## src/sv/usd_pkg.sv

```systemverilog
// ----------------------------------------------------------------------------
// usd_pkg
// Shared types and constants for the UTF-8 stream decoder.
// ----------------------------------------------------------------------------
package usd_pkg;

  localparam int CP_W    = 21;   // code point width
  localparam int CNT_W   = 3;    // results per byte, 0..4
  localparam int LEN_W   = 3;    // expected sequence length, 0 or 2..4
  localparam int PEND_W  = 2;    // continuation bytes taken

  localparam logic [LEN_W-1:0] LEN_NONE = 3'd0;
  localparam logic [LEN_W-1:0] LEN_TWO  = 3'd2;
  localparam logic [LEN_W-1:0] LEN_THREE = 3'd3;
  localparam logic [LEN_W-1:0] LEN_FOUR = 3'd4;

  localparam logic [CP_W-1:0] MIN_TWO   = 21'h00080;
  localparam logic [CP_W-1:0] MIN_THREE = 21'h00800;
  localparam logic [CP_W-1:0] MIN_FOUR  = 21'h10000;
  localparam logic [CP_W-1:0] SURR_LO   = 21'h0D800;
  localparam logic [CP_W-1:0] SURR_HI   = 21'h0DFFF;
  localparam logic [CP_W-1:0] CP_MAX    = 21'h10FFFF;

  // One byte's worth of results: count results, all bad except that the
  // final one carries cp when good_last is set.
  typedef struct packed {
    logic [CNT_W-1:0] count;
    logic             good_last;
    logic [CP_W-1:0]  cp;
  } usd_burst_t;

endpackage

```

## src/sv/utf8_stream_decoder.sv

```systemverilog
// ----------------------------------------------------------------------------
// utf8_stream_decoder
// Byte-wide UTF-8 decoder: one scalar value per valid sequence, one bad
// result per dropped byte.
// ----------------------------------------------------------------------------
//
//  channel | dir | tdata                 | tuser | tlast
//  --------+-----+-----------------------+-------+----------------------
//  s_*     | in  | [7:0] in_byte         |  -    | end_of_text
//  m_*     | out | [20:0] code_point,    | bad   | last_of_run
//          |     | [23:21] zero          |       |
//
// Intake takes one byte per cycle while the burst queue has room; each byte
// is classified in the same cycle and leaves 0 to 4 results behind.
// The output side emits one result per cycle while m_tready holds, so a byte
// that drops a broken sequence takes one output slot per result (up to 4).
// Output stalls back up into the QUEUE_DEPTH-entry queue before s_tready drops.
// Reset (synchronous, rst high) closes any open sequence and empties the
// queue and the output register.
//
module utf8_stream_decoder
  import usd_pkg::*;
#(
  parameter int QUEUE_DEPTH = 4
) (
  input  logic        clk,
  input  logic        rst,
  // request in
  input  logic        s_tvalid,
  output logic        s_tready,
  input  logic [7:0]  s_tdata,   // [7:0] in_byte
  input  logic        s_tlast,   // end_of_text
  // result out
  output logic        m_tvalid,
  input  logic        m_tready,
  output logic [23:0] m_tdata,   // [20:0] code_point, [23:21] zero
  output logic        m_tuser,   // [0] bad
  output logic        m_tlast    // last_of_run
);

  logic            accept;
  logic            push;
  logic            pop;
  logic            full;
  logic            empty;
  usd_burst_t      burst;
  usd_burst_t      head;
  logic [CP_W-1:0] code_point;

  // Room in the queue is all the front needs; a byte is held off only while
  // the queue is full.
  assign s_tready = !full;
  assign accept   = s_tvalid && s_tready;

  usd_front u_front (
    .clk         (clk),
    .rst         (rst),
    .accept      (accept),
    .in_byte     (s_tdata),
    .end_of_text (s_tlast),
    .push        (push),
    .burst       (burst)
  );

  usd_queue #(
    .DEPTH (QUEUE_DEPTH)
  ) u_queue (
    .clk       (clk),
    .rst       (rst),
    .push      (push),
    .push_data (burst),
    .pop       (pop),
    .head      (head),
    .full      (full),
    .empty     (empty)
  );

  usd_back u_back (
    .clk         (clk),
    .rst         (rst),
    .head        (head),
    .empty       (empty),
    .pop         (pop),
    .m_tvalid    (m_tvalid),
    .m_tready    (m_tready),
    .code_point  (code_point),
    .bad         (m_tuser),
    .last_of_run (m_tlast)
  );

  assign m_tdata = {3'd0, code_point};

endmodule

```

## src/sv/usd_front.sv

```systemverilog
// ----------------------------------------------------------------------------
// usd_front
// Byte intake: tracks the open sequence and classifies each byte into a
// burst of results.
// ----------------------------------------------------------------------------
module usd_front
  import usd_pkg::*;
(
  input  logic       clk,
  input  logic       rst,
  input  logic       accept,
  input  logic [7:0] in_byte,
  input  logic       end_of_text,
  output logic       push,
  output usd_burst_t burst
);

  logic [LEN_W-1:0]  exp_len, exp_len_next;
  logic [PEND_W-1:0] pend, pend_next;
  logic [CP_W-1:0]   partial, partial_next;

  always_comb begin
    logic             is_cont;
    logic             open_seq;
    logic [CNT_W-1:0] n_bad;
    logic             f_out;     // fresh decode yields a result
    logic             f_good;
    logic [CP_W-1:0]  f_cp;
    logic             f_open;
    logic [LEN_W-1:0] f_len;
    logic [CP_W-1:0]  f_bits;
    logic             do_fresh;
    logic [CP_W-1:0]  cp;
    logic [CP_W-1:0]  minimum;
    logic [PEND_W:0]  taken;
    logic             invalid;

    is_cont  = (in_byte[7:6] == 2'b10);
    open_seq = (exp_len == LEN_TWO) || (exp_len == LEN_THREE) || (exp_len == LEN_FOUR);
    n_bad    = '0;
    do_fresh = 1'b0;
    burst.good_last = 1'b0;
    burst.cp        = '0;
    exp_len_next = exp_len;
    pend_next    = pend;
    partial_next = partial;

    // fresh decode of this byte
    f_out  = 1'b0;
    f_good = 1'b0;
    f_cp   = '0;
    f_open = 1'b0;
    f_len  = LEN_NONE;
    f_bits = '0;
    if (!in_byte[7]) begin
      f_out  = 1'b1;
      f_good = 1'b1;
      f_cp   = {13'd0, in_byte};
    end else if (in_byte[7:5] == 3'b110) begin
      f_len  = LEN_TWO;
      f_bits = {16'd0, in_byte[4:0]};
    end else if (in_byte[7:4] == 4'b1110) begin
      f_len  = LEN_THREE;
      f_bits = {17'd0, in_byte[3:0]};
    end else if (in_byte[7:3] == 5'b11110) begin
      f_len  = LEN_FOUR;
      f_bits = {18'd0, in_byte[2:0]};
    end else begin
      f_out = 1'b1;
    end
    if (f_len != LEN_NONE) begin
      if (end_of_text) f_out = 1'b1;   // lead truncated by end of text
      else f_open = 1'b1;
    end

    // continuation path
    cp    = {partial[CP_W-7:0], in_byte[5:0]};
    taken = {1'b0, pend} + 3'd1;
    case (exp_len)
      LEN_TWO:   minimum = MIN_TWO;
      LEN_THREE: minimum = MIN_THREE;
      default:   minimum = MIN_FOUR;
    endcase
    invalid = (cp < minimum) || ((cp >= SURR_LO) && (cp <= SURR_HI)) || (cp > CP_MAX);

    if (!open_seq) begin
      do_fresh = 1'b1;
    end else if (is_cont) begin
      if (taken >= exp_len - 3'd1) begin
        if (invalid) begin
          n_bad = exp_len;
        end else begin
          n_bad           = 3'd1;
          burst.good_last = 1'b1;
          burst.cp        = cp;
        end
        exp_len_next = LEN_NONE;
        pend_next    = '0;
        partial_next = '0;
      end else if (end_of_text) begin
        n_bad = taken + 3'd1;
      end else begin
        pend_next    = taken[PEND_W-1:0];
        partial_next = cp;
      end
    end else begin
      // sequence broken: flush lead and continuations, then decode afresh
      n_bad    = taken;
      do_fresh = 1'b1;
    end

    if (do_fresh) begin
      exp_len_next = f_open ? f_len : LEN_NONE;
      pend_next    = '0;
      partial_next = f_open ? f_bits : '0;
      if (f_out) begin
        n_bad           = n_bad + 3'd1;
        burst.good_last = f_good;
        burst.cp        = f_cp;
      end
    end

    if (end_of_text) begin
      exp_len_next = LEN_NONE;
      pend_next    = '0;
      partial_next = '0;
    end

    burst.count = n_bad;
    push        = accept && (n_bad != '0);
  end

  always_ff @(posedge clk) begin
    if (rst) begin
      exp_len <= LEN_NONE;
      pend    <= '0;
      partial <= '0;
    end else if (accept) begin
      exp_len <= exp_len_next;
      pend    <= pend_next;
      partial <= partial_next;
    end
  end

endmodule

```

## src/sv/usd_queue.sv

```systemverilog
// ----------------------------------------------------------------------------
// usd_queue
// Small register FIFO of result bursts between intake and output.
// ----------------------------------------------------------------------------
module usd_queue
  import usd_pkg::*;
#(
  parameter int DEPTH = 4
) (
  input  logic       clk,
  input  logic       rst,
  input  logic       push,
  input  usd_burst_t push_data,
  input  logic       pop,
  output usd_burst_t head,
  output logic       full,
  output logic       empty
);

  localparam int PTR_W = (DEPTH > 1) ? $clog2(DEPTH) : 1;
  localparam int FILL_W = $clog2(DEPTH + 1);

  usd_burst_t        slots [DEPTH];
  logic [PTR_W-1:0]  wr_ptr, rd_ptr;
  logic [FILL_W-1:0] fill;

  function automatic logic [PTR_W-1:0] bump(input logic [PTR_W-1:0] p);
    return (p == PTR_W'(DEPTH - 1)) ? '0 : p + PTR_W'(1);
  endfunction

  assign full  = (fill == FILL_W'(DEPTH));
  assign empty = (fill == '0);
  assign head  = slots[rd_ptr];

  always_ff @(posedge clk) begin
    if (push) slots[wr_ptr] <= push_data;
  end

  always_ff @(posedge clk) begin
    if (rst) begin
      wr_ptr <= '0;
      rd_ptr <= '0;
      fill   <= '0;
    end else begin
      if (push) wr_ptr <= bump(wr_ptr);
      if (pop)  rd_ptr <= bump(rd_ptr);
      case ({push, pop})
        2'b10:   fill <= fill + FILL_W'(1);
        2'b01:   fill <= fill - FILL_W'(1);
        default: fill <= fill;
      endcase
    end
  end

endmodule

```

## src/sv/usd_back.sv

```systemverilog
// ----------------------------------------------------------------------------
// usd_back
// Expands each queued burst into single results through an output register.
// ----------------------------------------------------------------------------
module usd_back
  import usd_pkg::*;
(
  input  logic            clk,
  input  logic            rst,
  input  usd_burst_t      head,
  input  logic            empty,
  output logic            pop,
  output logic            m_tvalid,
  input  logic            m_tready,
  output logic [CP_W-1:0] code_point,
  output logic            bad,
  output logic            last_of_run
);

  logic [1:0] idx;
  logic       load;
  logic       is_last;

  assign load    = !empty && (!m_tvalid || m_tready);
  assign is_last = ({1'b0, idx} == head.count - 3'd1);
  assign pop     = load && is_last;

  always_ff @(posedge clk) begin
    if (rst) begin
      m_tvalid <= 1'b0;
      idx      <= '0;
    end else begin
      if (load) begin
        m_tvalid <= 1'b1;
        idx      <= is_last ? 2'd0 : idx + 2'd1;
      end else if (m_tready) begin
        m_tvalid <= 1'b0;
      end
    end
  end

  always_ff @(posedge clk) begin
    if (load) begin
      last_of_run <= is_last;
      bad         <= !(is_last && head.good_last);
      code_point  <= (is_last && head.good_last) ? head.cp : '0;
    end
  end

endmodule

```

## config.mk

```make
export PLATFORM = sky130hd
export DESIGN_NAME = utf8_stream_decoder
export DESIGN_NICKNAME = d
export VERILOG_FILES = /design/src/sv/usd_pkg.sv /design/src/sv/utf8_stream_decoder.sv /design/src/sv/usd_front.sv /design/src/sv/usd_queue.sv /design/src/sv/usd_back.sv
export SDC_FILE = /design/constraint.sdc
export NUM_CORES = 1
export LEC_CHECK = 0
export BUFFER_PORTS_ARGS = -buffer_cell sky130_fd_sc_hd__buf_2
export CELL_PAD_IN_SITES_DETAIL_PLACEMENT = 1
export CELL_PAD_IN_SITES_GLOBAL_PLACEMENT = 1
export CORE_MARGIN = 3
export CORE_UTILIZATION = 55
export DETAILED_ROUTE_END_ITERATION = 8
export PLACE_DENSITY_LB_ADDON = 0.1
export SLEW_MARGIN = 20
export SYNTH_ARGS = -nofsm -noshare
export SYNTH_HDL_FRONTEND = slang
export SYNTH_SLANG_ARGS = --single-unit
```

## constraint.sdc

```tcl
create_clock -name clk -period 7.9 [get_ports clk]
set_input_delay 0.395 -clock clk [delete_from_list [all_inputs] [get_ports clk]]
set_output_delay 0.395 -clock clk [all_outputs]
set_load 0.02 [all_outputs]
```

* Word-level counts from Yosys, hierarchy flattened
Memories as Yosys holds them, arrays and structs flattened. A register that Yosys moved wholly into a read port is not among the register bits.
Cells that the tools add are included.
** Storage, ports and cells
- Register bits after elaboration :: 53
- RAM bits :: 100
- Bits of input ports :: 13
- Output and inout bits :: 28
- Memories kept :: 1
** Operators by class
- $add $sub $neg :: 10
- Order comparisons :: 5
- Equality and inequality tests :: 13
- Mux-type cells :: 61
- Reduce and logical (&&, ||, !) cells :: 25
** Memories
- u_queue.slots :: words 4, width 25, rd ports 1, clocked after memory_dff 1, wr ports 1, RTL line usd_queue.sv:23 : usd_burst_t slots [DEPTH];
** Operator list (count)
- two-way mux 22 bit :: 6
- two-way mux 15 bit :: 8
- two-way mux 3 bit :: 18
- case mux 17 bit (2 select lines) :: 1
- greater-or-equal comparator 21 x 16 -> 1 bit (second input constant) :: 1
- > comparator 21 bit (second input constant) :: 1
- less-or-equal comparator 21 x 16 -> 1 bit (second input constant) :: 1
- < comparator 21 x 17 -> 1 bit :: 1
- two-way mux 2 bit :: 10
- two-way mux 1 bit :: 15
- nonzero test 3 bit :: 5
- adder 3 x 1 -> 3 bit (second input constant) :: 3
- == test 3 bit (second input constant) :: 3
- subtractor 3 x 1 -> 3 bit (second input constant) :: 3
- == test 2 bit (second input constant) :: 4
- two-way mux 7 bit :: 1
- adder 2 x 1 -> 2 bit (second input constant) :: 3
- == test 3 x 2 -> 1 bit (second input constant) :: 2
- logical AND 1 bit :: 6
- case mux 3 bit (2 select lines) :: 1
- == test 5 bit (second input constant) :: 1
- logical OR 1 bit :: 5
- == test 4 bit (second input constant) :: 1
- zero test 1 bit :: 4
- 9 further kinds :: 10

* Logic depth before layout (Yosys ltp)
- Depth in word-level cells :: 16
- Gate-level depth with buffers :: 23

* Hierarchy
From an unflattened synthesis, not the netlist that was laid out.
** Unflattened totals
- Cells, all modules :: 434
- Area, all modules :: 6641.4 µm²
** Modules (own cells, without submodules)
- usd_queue :: times used 1, cells an instance 179, area an instance 4098.9 µm², seq. area each 3183.1 µm²
- usd_front :: times used 1, cells an instance 177, area an instance 1453.9 µm², seq. area each 400.4 µm²
- usd_back :: times used 1, cells an instance 72, area an instance 1052.3 µm², seq. area each 750.7 µm²
- utf8_stream_decoder :: times used 1, cells an instance 6, area an instance 36.3 µm², seq. area each 0.0 µm²

* Worst setup path before layout
Ideal clock, no wire load.
- Path kind :: register to register
- Start :: register u_front.pend[0]
- End :: register u_queue.fill[2]
- Data arrival time :: 4.484 ns
- Data required time :: 7.829 ns
- Slack :: 3.345 ns
- Cell stages (with the launch flop) :: 23
- Cells stage by stage :: dfxtp_1 -> inv_1 -> ha_1 -> inv_1 -> ha_1 -> a21o_1 -> a31o_2 -> o31ai_1 -> a211oi_1 -> or2_2 -> inv_1 -> ha_1 -> and2_1 -> o31ai_1 -> o221a_1 -> nor2_2 -> inv_1 -> ha_1 -> inv_1 -> fa_1 -> xor2_1 -> or3_1 -> a21oi_1
** On the way
- Word-level cells in the longest chain between the ends :: 13
- Elaborated cells on any way between the ends :: 16
- Those cells by class :: add/sub: 3; order compare: 1; eq/ne: 2; mux: 7; reduce/logical: 3
** Ends and longest elaborated chain
- from (decl) :: RTL line usd_front.sv:19 : logic [PEND_W-1:0] pend, pend_next;
- from (signal assigned) :: RTL line usd_front.sv:140 : pend <= pend_next;
- adder 2 x 1 -> 3 bit (*) :: RTL line usd_front.sv:78 : taken = {1'b0, pend} + 3'd1;
- adder 3 x 1 -> 3 bit :: RTL line usd_front.sv:101 : n_bad = taken + 3'd1;
- two-way mux 3 bit :: RTL line usd_front.sv:100 : end else if (end_of_text) begin
- two-way mux 3 bit :: RTL line usd_front.sv:89 : if (taken >= exp_len - 3'd1) begin
- two-way mux 3 bit (*) :: RTL line usd_front.sv:88 : end else if (is_cont) begin
- two-way mux 3 bit (*) :: RTL line usd_front.sv:86 : if (!open_seq) begin
- adder 3 x 1 -> 3 bit :: RTL line usd_front.sv:117 : n_bad = n_bad + 3'd1;
- two-way mux 3 bit :: RTL line usd_front.sv:116 : if (f_out) begin
- two-way mux 3 bit (*) :: RTL line usd_front.sv:112 : if (do_fresh) begin
- nonzero test 3 bit (*) :: RTL line usd_front.sv:130 : push = accept && (n_bad != '0);
- logical AND 1 bit (*) :: RTL line usd_front.sv:130
- == test 2 x 1 -> 1 bit / == test 2 bit (equally long branches) :: RTL line usd_queue.sv:47 : case ({push, pop})
- case mux 3 bit (2 select lines) / nonzero test 2 bit (equally long branches)
- to (signal assigned) :: RTL line usd_queue.sv:48 : 2'b10: fill <= fill + FILL_W'(1);
- to (signal assigned) :: RTL line usd_queue.sv:49 : 2'b01: fill <= fill - FILL_W'(1);
- to (signal assigned) :: RTL line usd_queue.sv:50 : default: fill <= fill;
- to (decl) :: RTL line usd_queue.sv:25 : logic [FILL_W-1:0] fill;
Mark *: on every way between the ends. The rest lies on a longest branch, timed or not.
A chain may end at the register's enable or synchronous reset.

* Worst setup path after layout
Same ends and word-level chain as after synthesis.

==> results.md <==
- Status: complete, no violations
- Most common cell after layout, fill and taps aside: edfxtp_1
- First-pass GRT wire length: 23.0 mm
- Largest net degree at the start of global routing: 32
- CTS root buf: clkbuf_16
- Remaining antenna violation count: 0
- Syn Inst Count: 454
- Crit-path leading delay family: compound AO/OA/AOI/OAI gates
- Average cell area after synthesis: 14.7 um^2
- Post-synth top area share: 55.5%
- Post-CTS Hold Buffers: 0
- Fin. Hold Viols: 0
- Slew margin rel.: 31.2%
- Initial DRT Pass Iterations: 4
- Initial DRC count: 242
- RSZ-0062 raised after global routing: no
- Pins Over Slew Limit: 0
- Commonest non-fill, non-tap cells in the layout: 123 x edfxtp_1, 37 x buf_2, 32 x dfxtp_1
- # DRC: 0
- VDD IR max: 0.152 mV
- Fmax achieved: 0.195 GHz
- Number of H-tree levels: 4
- Hold slack: 0.262 ns
- Post-route minimum period: 5.14 ns
- Post-DP HPWL: 9.11 mm
- Routing usage on met2: 38.4%
- All-Layer GR Usage: 23.3%
- Clock sink count: 155
- Setup CP Type: reg -> reg
- Cell area after synthesis: 0.00666 mm^2
- Post-CTS Setup Bufs: 0
- Ant diodes: 0
- Type of the tightest min-delay check: in -> reg
- Setup TNS: 0 ns
- Crit path launch type: register
- Die Ht: 116 um
- Crit-path cells: inv_1 -> ha_1 -> inv_1 -> ha_1 -> a21o_1 -> a31oi_1 -> nor2_1 -> a211oi_1 -> or2_2 -> inv_1 -> ha_1 -> and2_1 -> o31ai_1 -> o221a_1 -> nor2_2 -> inv_1 -> ha_1 -> inv_1 -> fa_1 -> xor2_1 -> or3_1 -> a21oi_1
- Final worst-path cycle share: 65.0%
- Pleak: 2.80 nW
- Synth Flop Type: edfxtp_1
- Std cell rows: 39
- Biggest area consumer among synthesized cells: edfxtp_1
- Synth cell types: 58
- Synth top area cells: edfxtp_1 55%, dfxtp_1 9.6%, mux4_2 8.5%, ha_1 3.6%, and3_1 2.3%
- CTS max path bufs: 2
- Setup crit end kind: register
- EDFF count, synth: 123
- Die Area: 0.0135 mm^2
- CP most frequent cell: inv_1
- Worst-path clk slew: 0.06 ns
- Initial antenna violation count: 0
- Io pins: 41
- Worst-Margin Slew: 1.03 ns
- Vias in the first global route: 4264
- Initial core utilization: 57.3%
- Met3 usage: 5.64%
- Nets: 530
- GRT met1 Usage: 30.0%
- Synth Register Bits: 155
- Maxcap violations: 0
- CP Data Required Time: 8.24 ns
- Clk_skew: 0.00775 ns
- Share of layout cells above drive strength 1: 22.4%
- CTS tree: yes
- CP Buf/Inv Count: 5
- Die X: 116 um
- CP max stage cell: o31ai_1
- Number of buffers created by CTS: 17
- Resized Gates After CTS: 0
- Final wirelength: 14.3 mm
- GR Overflow Total: 0
- Critical path arrival: 5.47 ns
- Crit Path Max Fanout: 6
- Port Buf Inserts: 37
- Worst skew pair latency: 0.42 ns
- YS warnings: 0
- Crit-path max cell delay: 0.48 ns
- Area Growth Syn to Fin: 14.1%
- Routed length per instance: 22.0 um
- Routed vias: 3914
- DR vias/cell: 5.99
- Core Region: 0.0116 mm^2
- RD Place Congestion: 0.819
- FFs w/ async S/R, synth: 0%
- Power per cell area: 315 mW/mm^2
- Setup violators final: 0
- Most Crowded Layer GR: met2
- Sequential-to-total area share from yosys stat: 65.1%
[metal layers]
layer,routed length [um],vias to the layer above
li1,-,1807
met5,0,-
met2,7260,93
met3,569,12
met1,6330,2002
met4,182,0
[kinds of logic after synthesis]
logic type / share of synthesized area [%]
adder cells (fa/ha/maj): 3.87
buffers and inverters: 2.82
AO/OA/AOI/OAI: 7.44
other: 0.0563
XOR/XNOR: 0.921
flip-flops: 65.1
AND/OR/NAND/NOR: 11.2
multiplexers: 8.61
[final timing paths]
path	from	endpoint	slack [ns]	depth (start not counted)
max	u_front.pend[0]	u_queue.fill[2]	2.76	22
min	s_tdata[0]	u_front.partial[0]	0.26	3
max reg2reg	u_front.pend[0]	u_queue.fill[2]	2.76	22
min reg2reg	u_queue.rd_ptr[1]	u_queue.rd_ptr[1]	0.48	2
[registers in the layout, summed over array words and instances, names as in the netlist, named ones only]
register,cells
u_back.code_point,21
u_front.partial,15
u_queue.fill,3
u_back.last_of_run,1
u_front.pend,2
u_back.m_tvalid,1
u_back.bad,1
u_front.exp_len,3
u_queue.slots,100
u_queue.rd_ptr,2
u_queue.wr_ptr,2
u_back.idx,2
[layout make-up]
class                           count  area [um^2]
Sequential cell                   155         4330
Fill cell                        1060         4020
Multi-Input combinational cell    255         2140
Clock buffer                       22          464
Timing Repair Buffer               45          245
Tap cell                          143          179
Clock inverter                     10          143
Inverter                           23         86.3
[tightest hold or removal path, stage by stage]
cell and delay, ns:
buf_2 0.10, a22oi_1 0.07, nor2_1 0.08
[metrics by stage]
stage | instances | cell area (um^2) | utilization [%] | worst slack (ns) | total power [mW]
after floorplan | 456 | 6660 | - | 3.34 | 1.42
after global placement | 621 | 6990 | 60.2 | 3.07 | 1.56
after detailed placement | 621 | 6990 | 60.2 | 2.81 | 1.58
after CTS | 653 | 7590 | 65.4 | 2.75 | 2.41
after global routing | 653 | 7590 | 65.4 | 2.32 | 2.50
final | 653 | 7590 | 65.4 | 2.76 | 2.39
[power by group]
part / total, mW / switching, mW / leakage (nW) / internal (mW)
sequential: 1.07 / 0.0415 / 1.42 / 1.03
combinational: 0.500 / 0.326 / 1.10 / 0.174
clock: 0.824 / 0.310 / 0.283 / 0.514
[cell usage after synthesis, drive strengths merged, types with 3 or more instances]
cell,instances
nand3,6
nor2,30
nor3,9
dfxtp,32
o211ai,3
nand2b,6
or2,3
xor2,3
inv,23
and3,26
or3,5
a22oi,15
o21a,3
ha,19
clkbuf,13
buf,10
a21o,3
xnor2,4
and2,21
o31ai,5
o21ai,9
mux4,25
nand2,15
a21oi,15
edfxtp,123
No activity file was read; power rests on OpenSTA's default activity.
